## src/hw/rtl/gdfs_pkg.sv

```systemverilog
// shared types and constants of the depth-first search block
package gdfs_pkg;

  // item actions
  localparam logic [1:0] ACT_ARC   = 2'd0;
  localparam logic [1:0] ACT_EDGE  = 2'd1;
  localparam logic [1:0] ACT_CLEAR = 2'd2;
  localparam logic [1:0] ACT_ORDER = 2'd3;

  // result status codes
  localparam logic [1:0] ST_OK    = 2'd0;
  localparam logic [1:0] ST_RANGE = 2'd1;
  localparam logic [1:0] ST_ORDER = 2'd2;

  // vertex count after reset
  localparam logic [6:0] VCOUNT_RESET = 7'd64;

  // datapath operations, one per controller step
  typedef enum logic [3:0] {
    OP_IDLE      = 4'd0,
    OP_DECODE    = 4'd1,
    OP_ARC_RD    = 4'd2,
    OP_ARC_WR    = 4'd3,
    OP_EDGE_RD   = 4'd4,
    OP_EDGE_WR   = 4'd5,
    OP_REPLY     = 4'd6,
    OP_INIT      = 4'd7,
    OP_ROOT_RD   = 4'd8,
    OP_ROOT      = 4'd9,
    OP_ROOT_NEXT = 4'd10,
    OP_SCAN      = 4'd11,
    OP_POP       = 4'd12,
    OP_OUT_RD    = 4'd13,
    OP_OUT_V     = 4'd14,
    OP_OUT_EMIT  = 4'd15
  } op_t;

  typedef struct packed {
    op_t  op;
    logic load;
  } cmd_t;

  typedef struct packed {
    logic [1:0] act;
    logic       pair_ok;
    logic       search_go;
    logic       found;
    logic       sp_one;
    logic       root_white;
    logic       r_end;
    logic       done_one;
  } stat_t;

endpackage

```

## src/hw/rtl/gdfs_ctrl.sv

```systemverilog
// controller state machine sequencing item handling, search and result output
module gdfs_ctrl (
  input  logic            clk,
  input  logic            rst,
  input  logic            start,
  output logic            busy,
  input  gdfs_pkg::stat_t stat,
  output gdfs_pkg::cmd_t  cmd
);

  typedef enum logic [15:0] {
    S_IDLE      = 16'h0001,
    S_DECODE    = 16'h0002,
    S_ARC_RD    = 16'h0004,
    S_ARC_WR    = 16'h0008,
    S_EDGE_RD   = 16'h0010,
    S_EDGE_WR   = 16'h0020,
    S_REPLY     = 16'h0040,
    S_INIT      = 16'h0080,
    S_ROOT_RD   = 16'h0100,
    S_ROOT      = 16'h0200,
    S_ROOT_NEXT = 16'h0400,
    S_SCAN      = 16'h0800,
    S_POP       = 16'h1000,
    S_OUT_RD    = 16'h2000,
    S_OUT_V     = 16'h4000,
    S_OUT_EMIT  = 16'h8000
  } state_t;

  state_t state, state_next;

  assign busy     = (state != S_IDLE);
  assign cmd.load = (state == S_IDLE) && start;

  // next state and datapath operation
  always_comb begin
    state_next = state;
    cmd.op     = gdfs_pkg::OP_IDLE;
    case (state)
      S_IDLE: begin
        if (start) state_next = S_DECODE;
      end
      S_DECODE: begin
        cmd.op = gdfs_pkg::OP_DECODE;
        if ((stat.act == gdfs_pkg::ACT_ARC || stat.act == gdfs_pkg::ACT_EDGE) && stat.pair_ok)
          state_next = S_ARC_RD;
        else if (stat.search_go)
          state_next = S_INIT;
        else
          state_next = S_REPLY;
      end
      S_ARC_RD: begin
        cmd.op     = gdfs_pkg::OP_ARC_RD;
        state_next = S_ARC_WR;
      end
      S_ARC_WR: begin
        cmd.op     = gdfs_pkg::OP_ARC_WR;
        state_next = (stat.act == gdfs_pkg::ACT_EDGE) ? S_EDGE_RD : S_REPLY;
      end
      S_EDGE_RD: begin
        cmd.op     = gdfs_pkg::OP_EDGE_RD;
        state_next = S_EDGE_WR;
      end
      S_EDGE_WR: begin
        cmd.op     = gdfs_pkg::OP_EDGE_WR;
        state_next = S_REPLY;
      end
      S_REPLY: begin
        cmd.op     = gdfs_pkg::OP_REPLY;
        state_next = S_IDLE;
      end
      S_INIT: begin
        cmd.op     = gdfs_pkg::OP_INIT;
        state_next = S_ROOT_RD;
      end
      S_ROOT_RD: begin
        cmd.op     = gdfs_pkg::OP_ROOT_RD;
        state_next = stat.r_end ? S_OUT_RD : S_ROOT;
      end
      S_ROOT: begin
        cmd.op     = gdfs_pkg::OP_ROOT;
        state_next = stat.root_white ? S_SCAN : S_ROOT_NEXT;
      end
      S_ROOT_NEXT: begin
        cmd.op     = gdfs_pkg::OP_ROOT_NEXT;
        state_next = S_ROOT_RD;
      end
      S_SCAN: begin
        cmd.op = gdfs_pkg::OP_SCAN;
        if (stat.found) state_next = S_SCAN;
        else if (stat.sp_one) state_next = S_ROOT_NEXT;
        else state_next = S_POP;
      end
      S_POP: begin
        cmd.op     = gdfs_pkg::OP_POP;
        state_next = S_SCAN;
      end
      S_OUT_RD: begin
        cmd.op     = gdfs_pkg::OP_OUT_RD;
        state_next = S_OUT_V;
      end
      S_OUT_V: begin
        cmd.op     = gdfs_pkg::OP_OUT_V;
        state_next = S_OUT_EMIT;
      end
      S_OUT_EMIT: begin
        cmd.op     = gdfs_pkg::OP_OUT_EMIT;
        state_next = stat.done_one ? S_IDLE : S_OUT_RD;
      end
      default: state_next = S_IDLE;
    endcase
  end

  // state register
  always_ff @(posedge clk) begin
    if (rst) begin
      state <= S_IDLE;
    end else begin
      state <= state_next;
    end
  end

endmodule

```

## config.mk

```make
export PLATFORM = sky130hd
export DESIGN_NAME = gdfs_ctrl
export DESIGN_NICKNAME = d
export VERILOG_FILES = /design/src/hw/rtl/gdfs_pkg.sv /design/src/hw/rtl/gdfs_ctrl.sv
export SDC_FILE = /design/constraint.sdc
export NUM_CORES = 1
export LEC_CHECK = 0
export ABC_AREA = 1
export BUFFER_PORTS_ARGS = -buffer_cell sky130_fd_sc_hd__buf_2
export CAP_MARGIN = 20
export CORE_AREA = 2 2 51 53
export DETAILED_ROUTE_END_ITERATION = 6
export DIE_AREA = 0 0 53 55
export GPL_TIMING_DRIVEN = 1
export MAX_ROUTING_LAYER = met4
export PLACE_DENSITY = 0.63
export SLEW_MARGIN = 5
export SYNTH_ARGS = -nofsm -noshare
export SYNTH_HDL_FRONTEND = slang
export SYNTH_SLANG_ARGS = --single-unit
```

## constraint.sdc

```tcl
create_clock -name clk -period 1.4 [get_ports clk]
set_input_delay 0.21 -clock clk [delete_from_list [all_inputs] [get_ports clk]]
set_output_delay 0.21 -clock clk [all_outputs]
set_load 0.02 [all_outputs]
```

---- After elaboration in Yosys (flattened, before gate mapping) ----
Cells that the tools add are included.
cells by class
  add/subtract/negate cells ............... 0
  multiply operators ...................... 0
  div/mod/pow operators ................... 0
  order comparisons ....................... 0
  eq/ne operators ......................... 19
  shift-type cells ........................ 0
  mux-type cells .......................... 11
  bitwise logic cells ..................... 0
  reduce and logical (&&, ||, !) cells .... 5
operator list
  operator                                                                 number
  16-bit one-hot mux with 14 select lines                                  1
  4-bit one-hot mux with 15 select lines                                   1
  14-bit 2-to-1 mux                                                        2
  13-bit 2-to-1 mux                                                        2
  16-bit by 1-bit equality test with 1-bit output, second input constant   1
  16-bit by 10-bit equality test with 1-bit output, second input constant  1
  16-bit by 11-bit equality test with 1-bit output, second input constant  1
  16-bit by 12-bit equality test with 1-bit output, second input constant  1
  16-bit by 13-bit equality test with 1-bit output, second input constant  1
  16-bit by 14-bit equality test with 1-bit output, second input constant  1
  16-bit by 15-bit equality test with 1-bit output, second input constant  1
  16-bit equality test, second input constant                              1
  16-bit by 2-bit equality test with 1-bit output, second input constant   1
  16-bit by 3-bit equality test with 1-bit output, second input constant   1
  16-bit by 4-bit equality test with 1-bit output, second input constant   1
  16-bit by 5-bit equality test with 1-bit output, second input constant   1
  16-bit by 6-bit equality test with 1-bit output, second input constant   1
  16-bit by 7-bit equality test with 1-bit output, second input constant   1
  16-bit by 8-bit equality test with 1-bit output, second input constant   1
  16-bit by 9-bit equality test with 1-bit output, second input constant   1
  16-bit 2-to-1 mux                                                        1
  8-bit 2-to-1 mux                                                         2
  16-bit by 1-bit != test with 1-bit output, second input constant         1
  12-bit 2-to-1 mux                                                        1
  other kinds (7)                                                          8
storage, ports and cells
  bits in registers ....................... 16
  latch bits .............................. 0
  bits in writable memories ............... 0
  bits in read-only memories .............. 0
  bits of input ports ..................... 12
  output and inout port bits .............. 6
  word-level logic and storage cells ...... 36
  memories ................................ 0

---- Logic depth before layout (Yosys ltp) ----
Gate-level depths: netlist of the first run.
  depth after elaboration ................. 5
  gate-level depth with buffers ........... 11
  gate-level depth less buffers ........... 11

---- Worst setup path after synthesis of the first run ----
OpenSTA, ideal clock, no wires.
  kind .................................... flip-flop to output port
  start point ............................. register state[14]
  end point ............................... output port cmd[3] (netlist name)
  arrival time ............................ 1.242 ns
  data required time ...................... 1.190 ns
  path slack .............................. -0.052 ns
  stages on the path, launching flop included .. 8
  buffers on the path ..................... 1
  path through ............................ dfxtp_1 nor2_1 nand2_2 nor2_4 buf_6 inv_2 a211oi_2 nand3b_1
RTL lines
  element                   line              text
  start: declaration        gdfs_ctrl.sv:30   state_t state, state_next;
  start signal: assignment  gdfs_ctrl.sv:119  state <= state_next;
  end: declaration          gdfs_ctrl.sv:8    output gdfs_pkg::cmd_t cmd

==> impl_results.md, run 1 <==
- Status: finished with violations
- Failing checks: negative setup slack
- Top cell type's share of synthesized area: between 30% and 40%
- Slowest cell on crit path: dfxtp_2
- Synthesis Warnings: 0
- Number of instances in the placed design: ~240
- Layout cells sized above 1: roughly three fifths
- TritonCTS clock tree: done
- Drt via density: about 5.1
- Worst-skew pair later-pin latency: 0.29 ns
- Iteration-0 DRC Markers: 28
- Pins Over Slew Limit: 0
- Top_reg_cell synth: dfxtp_1
- Residual DRC: 0
- Max Used Layer: met4
- Most frequent cell after synthesis: nand2_1
- Period utilization: 131.0%
- Setup violators final: 10
- CP arrival: approximately 1.6 ns
- Slew of the pin with the lowest slew margin: 0.3075 ns
- Hold Fails Final Rpt: 0
- CTS Buffer Depth: 2
- CP Launch Type: flop
- RSZ-0062 raised after global routing: true
- Hold buffers post-CTS: 0
- Number of buffers created by CTS: 3
- Crit path largest cell delay: roughly 0.34 ns
- Die area: 2915 um2
- Via count: between 1k and 1.5k
- IO Count: 18
- Initial core utilization: between 40% and 50%
- Post-synth top cells: nand2_1, nor2_1, inv_1
- Setup CP Type: reg -> out
- Largest regs: state: 16 flops
- Clk sink count: 16
- CP top delay family: simple AND/OR/NAND/NOR gates
- Die Wd: 53 um
- Maximum vdd drop: 665.0 uV
- Clock-pin slew of the registers on the worst-case setup and hold paths: roughly 0.090 ns
- Critical Path Most Common Cell: nor2_4
- Sequential Area: ~340 um2
- Slew HR: slightly below 80%
- Pre-antenna DRT Iters: 4
- First-pass GRT wire length: around 5100 um
- Worst hold path type: in -> reg
- Routed metal-1 wirelength: 1257 um
- Required @ worst endpoint: 1.19 ns
- Total number of H-tree levels: 1
- Largest register by flop count: state
- Final Non-Filler Cells: between 200 and 300
- Max Cap Viol: 0
- Post-synth ARST share: 0%
- Skew final: about 0.0073 ns
- Post-DRT Antenna Nets: 0
- Min Clock Period, post-route: approximately 1.8 ns
- Largest net degree at the start of global routing: 12
- Synthesized Nets: ~180
- Number of inserted diodes: 0
- Power density over the cells: between 500 and 600 nW/um2
- Buffers added on ports: 17
- Crit path max fanout: 5
- GRT Total Usage: 25.21%
- R2r setup slk: -0.14 ns
- Crit. End Element: output pin
- Leakage: 0.8938 nW
- Total Routed Length: ~3400 um
- Yosys cell types: 24
- Die height: ~55 um
- Met3 wire length: between 100 and 150 um
- Detailed-routed wire length on met2: 1942 um
- Row cnt: 18
- Synthesis-to-finish area growth: 72.77%
- Average instance area after synthesis: approximately 6.2 um2
- Vias in the first global route: between 1k and 1.5k
- DP Area: between 1000 and 1500 um2
- Total gr overflow: 0
- #FFs+latches synth: 16
- Post-Synthesis Cells: 165
- Area occupied by multi-input gates: a little over 800 um2
- Max reg flops: 16
- Gpl congestion: 0.8700
- Post-synthesis sequential area ratio: about 31%
- Worst-path cell chain: nor2_4, nand2_4, nor2_4, o21ai_1, nand2_1, inv_1, nand3b_1, buf_6
- Antenna violations before repair: 0
- Root Buffer: clkbuf_4
- Largest area contributor in the netlist: dfxtp_1
- Post-Layout Inst Area: about 1800 um2
- Pre-CTS setup slack: -0.1509 ns
- Core Region: 2365 um2
- Number of synthesized flops with an enable pin: 0
- Fmax: about 550 MHz
- Final setup margin: -0.4339 ns
- Dpl hpwl: 2137 um
- Worst path bufs/invs: 2
- Avg WL per Cell: roughly 13 um
- Synth Cell Area: 1025 um2
- Synth top area cells: dfxtp_1, nand2_1, nor2_1, inv_1, nand3_1
- TNS Setup: -2.373 ns
- Fin nets: 240
- FILL cells: roughly 190
[power by group]
group,internal (mW),total [mW],switching [mW]
combinational,0.137,0.291,0.154
clock,0.100,0.239,0.139
sequential,0.463,0.470,0.00756
total,0.700,1.00,0.300
[final cells by class]
class | instances | area share, %
Multi-Input combinational cell | 122 | 45.44
Timing Repair Buffer | 60 | 26.64
Sequential cell | 16 | 19.22
Inverter | 25 | 5.300
Tap cell | 30 | 2.120
Clock buffer | 3 | 1.272
[per-layer routing]
layer,vias up,global-route usage [%]
met5,-,-
met4,0,7.692
met3,9,2.419
met2,39,51.46
met1,605,25.16
li1,657,-
[cell families after synthesis]
group | after synthesis | share of synthesized area, %
buffers and inverters | 28 | 11.72
DFF | 16 | 31.26
AOI/OAI and AO/OA | 12 | 7.203
and+or+nand+nor | 109 | 49.82
[path summary, 6_finish.rpt]
check	to	from	cells past startpoint
worst min-delay path	state[12]	stat[4]	2
worst max-delay path	cmd[3]	state[4]	8
worst min register to register	state[5]	state[4]	4
worst max register to register	state[0]	state[11]	12
[layout by cell type (no fill, tap or decap), types with 4 or more instances in the layout]
cell type	count
nor2_2	9
buf_2	11
nand2_1	22
nand2_2	10
nand3_1	12
inv_1	22
nor2_1	19
nor3_2	4
buf_4	36
nor2_4	13
buf_6	13
dfxtp_2	16
nand4_1	4
nand2_4	4
[timing repair]
| action | CTS | global route |
|---|---|---|
| setup endpoints to repair | 11 | 19 |
| buffers inserted | 10 | 2 |
| resized for setup | 49 | 34 |
| pin swaps | 18 | 20 |
| gates cloned | 1 | 0 |
[through the flow]
step | hold slack, ns | total power [mW] | util [%]
global placement | 0.3957 | 0.6496 | 58.36
finish | 0.08011 | 1.000 | 74.87
floorplan | 0.2866 | 0.5768 | -
global route | 0.07108 | 1.059 | 74.87
CTS | 0.08169 | 0.9843 | 69.63
detailed placement | 0.3986 | 0.6538 | 58.36
Power figures use the tool's default switching activity.
==> run 2: changes to the inputs <==
- RECOVER_POWER: default -> 25
- SKIP_LAST_GASP: default -> 1
- TNS_END_PERCENT: default -> 30
==> run 2 against run 1 <==
The run still ends with negative setup slack left; global-route usage shrank 3.9 points; cell area down 9.3%; utilization decreased by 6.9 points; clock power rose by 2%; critical endpoint is now cmd[2]; largest power group unchanged; register-to-register slack better by 0.08 ns; via count is 5.4% lower; sequential cell count stayed put.
==> impl_results.md, run 2 (synthesized netlist as in run 1, its figures left out) <==
- Status: finished with violations
- Failing checks: negative setup slack
- Slowest cell on crit path: dfxtp_2
- Final setup margin: -0.4140 ns
- Total gr overflow: 0
- Residual DRC: 0
- Number of instances in the placed design: 240
- Worst reg-to-reg path cell count: 12
- FILL cells: 207
- Most frequent cells in the layout: buf_4, nand2_1, nor2_1
- Max Cap Viol: 0
- Dpl hpwl: 2093 um
- Row cnt: 18
- Skew final: about 0.002 ns
- Iteration-0 DRC Markers: 14
- Die Wd: ~53 um
- Pre-antenna DRT Iters: 4
- Slew of the pin with the lowest slew margin: ~0.27 ns
- Hold buffers post-CTS: 0
- Drt via density: 4.976
- Clk sink count: 16
- HP Start: stat[1]
- Antenna violations before repair: 0
- Worst-path cell chain: nor2_4, nand2_4, buf_4, nor2_4, o21ai_1, and3_4, nand2_1, buf_6
- Largest net degree at the start of global routing: 12
- Crit path max fanout: 5
- Largest register by flop count: state
- CP arrival: between 1.5 and 2 ns
- Hold Crit Depth: 2
- Total Routed Length: slightly below 3000 um
- Pins Over Slew Limit: 0
- R2R Path Start: state[11]
- Worst R2R End: state[0]
- Commonest non-fill, non-tap cell in the layout: buf_4
- Period utilization: 129.6%
- Critical Path Most Common Cell: nor2_4
- R2r setup slk: -0.06 ns
- Max reg flops: 16
- Worst-skew pair later-pin latency: between 0.2 and 0.3 ns
- Total number of H-tree levels: 1
- Worst hold path type: in -> reg
- Slew HR: between 80% and 90%
- Power density over the cells: 577.5 nW/um2
- IO Count: 18
- Initial core utilization: between 40% and 50%
- Final Non-Filler Cells: 249
- Fmax: ~550 MHz
- Die area: around 2900 um2
- Die height: roughly 55 um
- TritonCTS clock tree: done
- Avg WL per Cell: between 10 and 15 um
- Buffers added on ports: 17
- Via count: roughly 1.2k
- CTS Buffer Depth: 2
- Maximum vdd drop: 454.6 uV
- Min Clock Period, post-route: between 1.5 and 2 ns
- RSZ-0062 raised after global routing: true
- Leakage: 0.8412 nW
- Synthesis-to-finish area growth: 56.78%
- Fin nets: about 230
- CP Launch Type: flop
- Core Region: roughly 2400 um2
- GRT Total Usage: about a fifth
- Crit path largest cell delay: 0.34 ns
- Setup CP Type: reg -> out
- Number of buffers created by CTS: 3
- Required @ worst endpoint: around 1.2 ns
- Post-DRT Antenna Nets: 0
- Vias in the first global route: 1126
- Largest regs: state: 16 flops
- Setup violators final: 8
- Fin util: 67.94%
- Crit. End Element: output pin
- Number of inserted diodes: 0
- Hold Fails Final Rpt: 0
- Hold endpoint: state[9]
- First-pass GRT wire length: ~4400 um
- Gpl congestion: about 0.84
- Layout cells sized above 1: between 40% and 50%
- Root Buffer: clkbuf_4
- Clock-pin slew of the registers on the worst-case setup and hold paths: about 0.090 ns
[run 2: cell count changes in the layout (fill, tap and decap cells not counted), moves of 3 or more]
cell / change
nand2_2: -4
nand2_1: +5
buf_6: -6
nor2_1: +4
nor3_2: -3
nor3_1: +3
nor2_2: -5
[run 2: timing repair]
item                                    4_1_cts  5_1_grt
setup buffers                                 2        4
endpoints found under the setup margin       11       18
gates resized for setup                      30       29
pin swaps                                    14       16
hold endpoints to repair                      0        0
[run 2: where the power goes]
group	internal (mW)	switching, mW	total, mW
sequential	0.463	0.00720	0.470
clock	0.0999	0.144	0.244
combinational	0.0964	0.118	0.214
total	0.659	0.269	0.928
[run 2: through the flow]
stage	setup slack, ns	power (mW)	setup TNS [ns]	instance area [um2]	hold slack (ns)
floorplan	-0.02721	0.5750	-0.07671	1035	0.2866
global placement	-0.1111	0.6473	-0.4768	1364	0.3920
detailed placement	-0.1381	0.6512	-0.7185	1364	0.4009
CTS	-0.3827	0.9081	-2.107	1486	0.08525
global route	-0.4977	0.9733	-3.748	1607	0.08251
finish	-0.4140	0.9278	-2.177	1607	0.08747
[run 2: worst max path at each step]
| stage | startpoint | end | slack (ns) |
|---|---|---|---|
| after floorplan | state[8] | cmd[3] | -0.03 |
| after global placement | state[4] | cmd[4] | -0.11 |
| after detailed placement | state[8] | cmd[1] | -0.14 |
| after CTS | state[15] | cmd[1] | -0.38 |
| after global routing | state[11] | cmd[2] | -0.50 |
| final | state[11] | cmd[2] | -0.41 |
[run 2: area by class of cell]
cell class                 instances  area (um2)  area share (%)
sequential                        16       339.1           21.11
clock buffer                       3       22.52           1.402
inverter                          25       93.84           5.841
tap                               30       37.54           2.336
multi-input combinational        121       711.9           44.31
timing repair buffer              54       401.6           25.00
[run 2: critical path: cells and delay by family (launching register included)]
family                 cells  cell delay, ns
buffers and inverters      2            0.27
DFF                        1            0.34
and+or+nand+nor            5            0.61
AOI/OAI and AO/OA          1            0.10
[run 2: per-layer routing]
| layer | vias up | track usage, % | wire length, um | part of all wire (%) |
|---|---|---|---|---|
| met4 | 0 | 6.410 | 25 | 0.86 |
| met3 | 4 | 2.688 | 76 | 2.6 |
| met1 | 580 | 22.50 | 1198 | 41 |
| met2 | 21 | 41.46 | 1615 | 55 |
| met5 | - | - | 0 | 0 |
| li1 | 634 | - | - | - |
==> run 3: changes to the inputs <==
- ABC_AREA: 1 -> default
- CORE_AREA: 2 2 51 53 -> 2 2 54 56
- DIE_AREA: 0 0 53 55 -> 0 0 56 58
- PLACE_DENSITY: 0.63 -> 0.62
==> run 3 against run 2 <==
The flow still finishes with violations (negative setup slack); fmax fell by 13%; synthesized area rose by 12%; sequential share of layout area fell by 1.9 points; combinational power rose by 25%; utilization fell by 3.9 points; cell area rose by 6.1%; non-clock buffer count rose by 10; global-route usage rose by 2.2 points; first-iteration DRC count rose to 4.5 times the previous value.
==> impl_results.md, run 3 <==
- Status: finished with violations
- Failing checks: negative setup slack
- FILL cells: around 240
- Worst R2R End: state[11]
- Number of inserted diodes: 0
- Residual DRC: 0
- Post-synth ARST share: 0%
- Setup violators final: 22
- Die height: between 50 and 60 um
- Part of the power in the clock network: between 30% and 40%
- Final setup margin: -0.6759 ns
- Post-DRT Antenna Nets: 0
- Top_reg_cell synth: dfxtp_1
- First-pass GRT wire length: ~5900 um
- Synth top area cells: dfxtp_1, nor2_1, nor3_1, xnor2_1, xor2_1
- Hold Fails Final Rpt: 0
- Synthesized Nets: 156
- Dpl hpwl: 2686 um
- Worst path bufs/invs: 1
- Sequential Area: roughly 330 um2
- Power density over the cells: just over 600 nW/um2
- Slowest cell on crit path: nor4_4
- Pre-CTS setup slack: -0.3794 ns
- P_int: approximately 0.75 mW
- Clock-pin slew of the registers on the worst-case setup and hold paths: ~0.1 ns
- Min Clock Period, post-route: around 2.1 ns
- Max reg flops: 16
- Skew final: 0.003408 ns
- Largest net degree at the start of global routing: 10
- Setup CP Type: reg -> out
- GRT Total Usage: 23.47%
- Number of synthesized flops with an enable pin: 0
- CP top delay family: simple AND/OR/NAND/NOR gates
- Avg WL per Cell: about 15 um
- R2R Path Start: state[0]
- Largest area contributor in the netlist: dfxtp_1
- Most frequent cells in the layout: buf_4, nor2_1, buf_2, dfxtp_1, nand2_1
- Final Non-Filler Cells: between 200 and 250
- Row cnt: 19
- Layout cells sized above 1: ~45%
- Area occupied by multi-input gates: 820.8 um2
- Max Cap Viol: 0
- RSZ-0062 raised after global routing: true
- Worst reg-to-reg path cell count: 6
- Synth Cell Area: between 1000 and 1500 um2
- Total power: between 1 and 1.5 mW
- Fin nets: 215
- Worst-path cell chain: nor4_4, nand2_1, o32ai_1, nand2_1, o31ai_2, buf_4
- #FFs+latches synth: 16
- CP arrival: 1.87 ns
- Required @ worst endpoint: 1.19 ns
- GR Layer Usage met1: 26.90%
- WP depth: 6
- Met2 Use GR: 40.00%
- Slew of the pin with the lowest slew margin: between 0.3 and 0.4 ns
- GRT busiest layer: met2
- Pre-antenna DRT Iters: 4
- Synthesis Warnings: 0
- Top cell type's share of synthesized area: between 20% and 30%
- Maximum vdd drop: 501.0 uV
- Crit. End Element: output pin
- Crit path largest cell delay: 0.39 ns
- Die Wd: approximately 56 um
- Most frequent cell after synthesis: dfxtp_1
- Total number of H-tree levels: 1
- Clk sink count: 16
- Post-Synthesis Cells: approximately 140
- Via count: about 1.3k
- Critical Path Most Common Cell: nand2_1
- Setup crit end: cmd[3]
- Largest register by flop count: state
- Met3 Use GR: under 10%
- Crit path max fanout: 5
- Number of instances in the placed design: around 230
- Buffers added on ports: 17
- CP Launch Type: flop
- Root Buffer: clkbuf_4
- R2r setup slk: -0.46 ns
- Post-synthesis sequential area ratio: 27.98%
- Combinational cell fraction of total power: ~25%
- Number of buffers created by CTS: 3
- Average instance area after synthesis: 7.950 um2
- Gpl congestion: 0.8655
- Critical path launch point: state[0]
- Drt via density: between 5 and 6
- Total Routed Length: around 3500 um
- Die area: around 3200 um2
- Switching Power: 0.3093 mW
- Commonest non-fill, non-tap cell in the layout: buf_4
- Fin util: 64.00%
- Worst-skew pair later-pin latency: around 0.30 ns
- Yosys cell types: 48
- Vias in the first global route: between 1k and 1.5k
- Pins Over Slew Limit: 0
- Post-synth top cells: dfxtp_1, nor2_1, nor3_1
- Largest regs: state: 16 flops
- Hold WS: ~0.08 ns
- Worst hold path type: in -> reg
- TritonCTS clock tree: done
- Total gr overflow: 0
- Slew HR: approximately three quarters
- Leakage: 0.7681 nW
- CTS Buffer Depth: 2
- Share of power burned in registers: 44.6%
- IO Count: 18
- Iteration-0 DRC Markers: 63
- Synthesis-to-finish area growth: 48.85%
- Core Region: 2663 um2
- Initial core utilization: 43.00%
- Fmax: roughly 480 MHz
- Antenna violations before repair: 0
- Period utilization: 148.3%
- Switching fraction of total power: between 20% and 30%
[run 3: cell count changes after synthesis, sizes merged, moves of 3 or more]
cell,delta
inv,-19
nand2,-28
or3,+3
nand2b,+3
nor2,-25
nand3,-11
buf,+3
nor3,+6
nor4,+3
xnor2,+5
a21oi,+3
xor2,+5
clkbuf,+4
[run 3: logic make-up (layout without fill, tap and decap cells)]
group,count (synthesis),after routing,synth area share (%)
AO/OA/AOI/OAI,26,26,16.83
XOR/XNOR,10,10,7.650
buffers and inverters,16,74,6.339
AND/OR/NAND/NOR,76,76,41.20
flip-flops,16,16,27.98
[run 3: area by class of cell]
class,count,share of cell area (%)
flip-flops and latches,16,19.24
well taps,31,2.276
repair buffers,64,26.87
clock buffers,4,2.129
inverters,6,1.322
multi-input cells,112,48.16
[run 3: how the worst min path moves through the flow]
stage          cells after the start  slack (ns)         to    start
2_1_floorplan                      1        0.29  state[12]  stat[3]
3_3_place_gp                       2        0.39  state[12]  stat[3]
3_5_place_dp                       2        0.40  state[12]  stat[3]
4_1_cts                            2        0.08  state[12]  stat[3]
5_1_grt                            2        0.07  state[12]  stat[3]
6_report                           2        0.08  state[12]  stat[3]
[run 3: per-stage QoR]
| step | setup TNS (ns) | instance area, um2 |
|---|---|---|
| after floorplan | -5.083 | 1194 |
| after global placement | -5.006 | 1579 |
| after detailed placement | -5.322 | 1579 |
| after CTS | -7.879 | 1650 |
| after global routing | -10.07 | 1704 |
| final | -7.533 | 1704 |
[run 3: power by group through the flow]
stage          clock (mW)  combinational, mW  sequential, mW
6_report            0.322              0.267           0.474
5_1_grt             0.337              0.290           0.475
4_1_cts             0.324              0.243           0.473
3_5_place_dp            0              0.242           0.482
3_3_place_gp            0              0.236           0.481
2_1_floorplan           0              0.150           0.475
[run 3: metal layers]
metal  wire [um]  vias up
met5           0        -
met4         110        0
met3         127       13
met2        1744       37
met1        1471      605
li1            -      650
[run 3: what timing repair did]
item	CTS	global route
hold endpoints to repair	0	0
pin swaps	3	6
cloned	0	0
buffers inserted	2	1
hold buffers	0	0
resized for setup	9	12
setup endpoints to repair	22	22
